**src/sv/qvr_pkg.sv**
```systemverilog
// shared types, widths and helpers for the quaternion vector rotator
package qvr_pkg;

    localparam int DATA_W = 16;
    localparam int PROD_W = 32;
    localparam int MAT_W = 34;
    localparam int LANE_W = 50;
    localparam int ACC_W = 52;
    localparam int FRAC_BITS = 28;
    localparam int RND_W = ACC_W - FRAC_BITS;
    localparam int NUM_LANES = 3;

    localparam logic signed [MAT_W-1:0] ONE_FX = MAT_W'(64'sd1 <<< FRAC_BITS);
    localparam logic signed [ACC_W-1:0] HALF_FX = ACC_W'(64'sd1 <<< (FRAC_BITS - 1));
    localparam logic signed [RND_W-1:0] SAT_HI = RND_W'(32767);
    localparam logic signed [RND_W-1:0] SAT_LO = RND_W'(-32768);
    localparam logic signed [DATA_W-1:0] OUT_HI = DATA_W'(32767);
    localparam logic signed [DATA_W-1:0] OUT_LO = DATA_W'(-32768);

    typedef struct packed {
        logic signed [DATA_W-1:0] quat_w;
        logic signed [DATA_W-1:0] quat_x;
        logic signed [DATA_W-1:0] quat_y;
        logic signed [DATA_W-1:0] quat_z;
        logic signed [DATA_W-1:0] vec_x;
        logic signed [DATA_W-1:0] vec_y;
        logic signed [DATA_W-1:0] vec_z;
    } sample_word_t;

    typedef struct packed {
        logic signed [DATA_W-1:0] rot_x;
        logic signed [DATA_W-1:0] rot_y;
        logic signed [DATA_W-1:0] rot_z;
        logic                     saturated;
    } result_word_t;

    typedef struct packed {
        logic signed [DATA_W-1:0] x;
        logic signed [DATA_W-1:0] y;
        logic signed [DATA_W-1:0] z;
    } vec_t;

    // one matrix row, each entry in units of 2^-28
    typedef struct packed {
        logic signed [MAT_W-1:0] c0;
        logic signed [MAT_W-1:0] c1;
        logic signed [MAT_W-1:0] c2;
    } row_t;

    // exact doubling of a quaternion product into matrix width
    function automatic logic signed [MAT_W-1:0] dbl(input logic signed [PROD_W-1:0] p);
        return $signed({p[PROD_W-1], p, 1'b0});
    endfunction

endpackage

```
**src/sv/qvr_lane.sv**
```systemverilog
// one matrix row times the vector, rounded and saturated
module qvr_lane (
    input  logic                          clk,
    input  logic                          en,
    input  qvr_pkg::row_t                 row,
    input  qvr_pkg::vec_t                 vec,
    output logic signed [qvr_pkg::DATA_W-1:0] rot,
    output logic                          clip
);
    import qvr_pkg::*;

    logic signed [LANE_W-1:0] p0_reg, p1_reg, p2_reg;
    logic signed [ACC_W-1:0]  acc;
    logic signed [RND_W-1:0]  rnd;
    logic signed [DATA_W-1:0] rot_reg, rot_next;
    logic                     clip_reg, clip_next;

    always_ff @(posedge clk)
    begin
        if (en)
        begin
            p0_reg <= row.c0 * vec.x;
            p1_reg <= row.c1 * vec.y;
            p2_reg <= row.c2 * vec.z;
        end
    end

    // round half up is floor of (acc + half)
    always_comb
    begin
        acc = ACC_W'(p0_reg) + ACC_W'(p1_reg) + ACC_W'(p2_reg) + HALF_FX;
        rnd = $signed(acc[ACC_W-1:FRAC_BITS]);
        if (rnd > SAT_HI)
        begin
            rot_next = OUT_HI;
            clip_next = 1'b1;
        end
        else if (rnd < SAT_LO)
        begin
            rot_next = OUT_LO;
            clip_next = 1'b1;
        end
        else
        begin
            rot_next = rnd[DATA_W-1:0];
            clip_next = 1'b0;
        end
    end

    always_ff @(posedge clk)
    begin
        if (en)
        begin
            rot_reg <= rot_next;
            clip_reg <= clip_next;
        end
    end

    assign rot = rot_reg;
    assign clip = clip_reg;

endmodule

```
**config.mk**
```make
export PLATFORM = sky130hd
export DESIGN_NAME = qvr_lane
export DESIGN_NICKNAME = d
export VERILOG_FILES = /design/src/sv/qvr_pkg.sv /design/src/sv/qvr_lane.sv
export SDC_FILE = /design/constraint.sdc
export NUM_CORES = 2
export LEC_CHECK = 0
export BUFFER_PORTS_ARGS = -buffer_cell sky130_fd_sc_hd__buf_2
export CAP_MARGIN = 20
export CELL_PAD_IN_SITES_DETAIL_PLACEMENT = 2
export CELL_PAD_IN_SITES_GLOBAL_PLACEMENT = 2
export CORE_UTILIZATION = 40
export DETAILED_ROUTE_END_ITERATION = 6
export PLACE_DENSITY = 0.89
export SYNTH_ARGS = -nofsm -noshare
export SYNTH_HDL_FRONTEND = slang
export SYNTH_SLANG_ARGS = --single-unit
```
**constraint.sdc**
```tcl
create_clock -name clk -period 15.1 [get_ports clk]
set_input_delay 3.02 -clock clk [delete_from_list [all_inputs] [get_ports clk]]
set_output_delay 3.02 -clock clk [all_outputs]
set_load 0.005 [all_outputs]
```
==> metrics <==
synthesized cell area=between 0.06 and 0.07 mm²; WP data arrival=approximately 12 ns; RSZ-0062 raised after global routing=false; GRT overflow=0; All-Layer GR Usage=36.5%; Critical Path RT=approximately 15 ns; clk root buf=clkbuf_16; wire length per cell=33.5 µm; share of cells above drive strength 1=3.60%; flip-flop and latch area=0.00501 mm²; total number of vias=53401; post-CTS setup buffers=0; Synth Register Bits=between 150 and 200; ANT nets after route=0; port bufs=168; H-tree Lvls=4; Worst Skew=0.0364 ns; setup TNS=0 ns; io pins=169; Post-synth EDFFs=167; # Max-Cap Violations=0; largest net degree at the start of global routing=94; Worst Hold Class=flip-flop to flip-flop; core area=between 0.15 and 0.2 mm²; most frequent cells in the layout=inv_1, fa_1, nand2_1, and2_1, ha_1; commonest non-fill, non-tap cell in the layout=inv_1; initial core utilization=40.3%; Slew @ Worst Pin=1.15 ns; syn nets=9100; Util after Layout=~42%; clk_lat worst skew=0.53 ns; Layout area overhead=5.14%; DRT iter0 DRCs=4505; R2R setup slack=9.08 ns; Hold Fails Final Rpt=0; FMAX=88.0 MHz; synth unique cells=77; reg2reg end=rot[9]$_SDFFCE_PN1P_; CTS Hold Buffers Added=0; Die Y-Extent=404 µm; Final Max Tran Viols=0; part of the Yosys area used for sequential elements=just under 8%; Worst-path clk slew=0.10 ns; count of standard-cell rows=147; DRC=0; Hold Startpoint=p2_reg[49]$_DFFE_PP_; post-cts sizing count=0; # setup viols final=0; total CTS buffers=17; critical path peak fanout=34; # fillers=17347; Top FF cell, synth=edfxtp_1; TritonRoute pass-1 iters=6; r2r worst-path depth=15; worst hold path depth=4; Relative slew margins=a little under a quarter; die area=0.163 mm²; status=finished clean; reg2reg start=p0_reg[22]$_DFFE_PP_; first-pass GRT wire length=approximately 440000 µm; Syn Area/Cell=9.36 µm²; CP startpoint kind=primary input; Clock Path Buffers=2; Yosys Warn Count=0; routability-driven placement congestion ratio=0.858; Placed Area=0.0672 mm²; vias per cell=5.92; Die Span X=404 µm; kind of critical path=primary input to flip-flop; Critical Path End Type=flip-flop; period utilization=75.3%; number of global-route vias before repair=65180; Finished Cell Area=0.0679 mm²; total routed wirelength=302000 µm; Synth async-reset ratio=0%; CTS tree=built; antenna violations before repair=15; worst hold endpoint=rot[15]$_SDFFCE_PN0P_; final net count=approximately 9000; HPWL Detailed=approximately 210000 µm; Mapped Cells=6905; Multi-input gate area=a little over 0.05 mm²; final hold slack=between 1 and 1.5 ns; post-layout min period=11.36 ns; Clock Sink Count=167
Yosys cell counts (23+ instances only):
cell type / number / area [µm²]
a21oi_1: 167 / 836
and2_1: 661 / 4140
edfxtp_1: 167 / 5010
nor2b_1: 23 / 144
o21bai_1: 27 / 203
nand3_1: 30 / 150
clkbuf_1: 265 / 995
fa_1: 1591 / 31900
xor2_1: 43 / 377
inv_1: 1791 / 6720
o21ai_0: 72 / 360
ha_1: 452 / 5660
nand2_1: 948 / 3560
a21o_1: 111 / 833
xnor2_1: 135 / 1180
nor2_1: 171 / 642
nand2b_1: 32 / 200
critical path: stages:
cell      delay (ns)
buf_2           0.67
and2_1          0.48
fa_1            0.55
inv_1           0.10
fa_1            0.46
fa_1            0.53
inv_1           0.07
fa_1            0.46
fa_1            0.53
inv_1           0.08
fa_1            0.53
inv_1           0.08
ha_1            0.42
nand2_1         0.19
or3_1           0.42
a211o_1         0.31
a211oi_1        0.66
o41ai_2         0.21
o21ai_1         0.38
a41oi_1         0.32
xnor2_1         0.98
how the worst max path moves through the flow:
stage / start / to / slack (ns)
floorplan: vec[7] / p2_reg[48]$_DFFE_PP_ / 5.43
global placement: vec[31] / p1_reg[49]$_DFFE_PP_ / 4.45
detailed placement: vec[31] / p1_reg[49]$_DFFE_PP_ / 3.75
CTS: vec[31] / p1_reg[49]$_DFFE_PP_ / 3.90
global route: vec[26] / p1_reg[41]$_DFFE_PP_ / 3.69
finish: vec[21] / p1_reg[41]$_DFFE_PP_ / 3.74
logic make-up (layout without fill, tap and decap cells):
group           Yosys count  after routing  synth area share (%)
flops                   167            167                  7.76
compound gates          514            514                  5.31
other cells               0              6                     0
fa+ha+maj              2043           2043                  58.1
simple gates           1941           1941                  14.4
mux                       2              2                0.0329
xor+xnor                179            179                  2.44
buf+inv                2059           2006                  12.0
final cells by class:
type                            instances  area share [%]
Tap cell                             2160            3.98
Multi-Input combinational cell       4679            76.3
Clock buffer                           17           0.626
Clock inverter                         15           0.286
Antenna cell                            6          0.0221
Timing Repair Buffer                  183            1.47
Inverter                             1791            9.90
Sequential cell                       167            7.38
per-layer routing:
metal	routed length (µm)	GRT usage, %	vias up
met3	21300	6.37	1794
met5	100	0	-
met1	97700	38.1	28078
li1	-	-	20027
met4	32500	30.6	16
met2	151000	64.0	3486
stage by stage:
| step | instances | setup WS (ns) |
|---|---|---|
| global route | 9017 | 3.69 |
| floorplan | 6905 | 5.43 |
| detailed placement | 8975 | 3.75 |
| global placement | 8975 | 4.45 |
| finish | 9018 | 3.74 |
| CTS | 9007 | 3.90 |
Power is not shown: default switching activity piles up to over one toggle a cycle in this logic, so the estimate is an artifact.
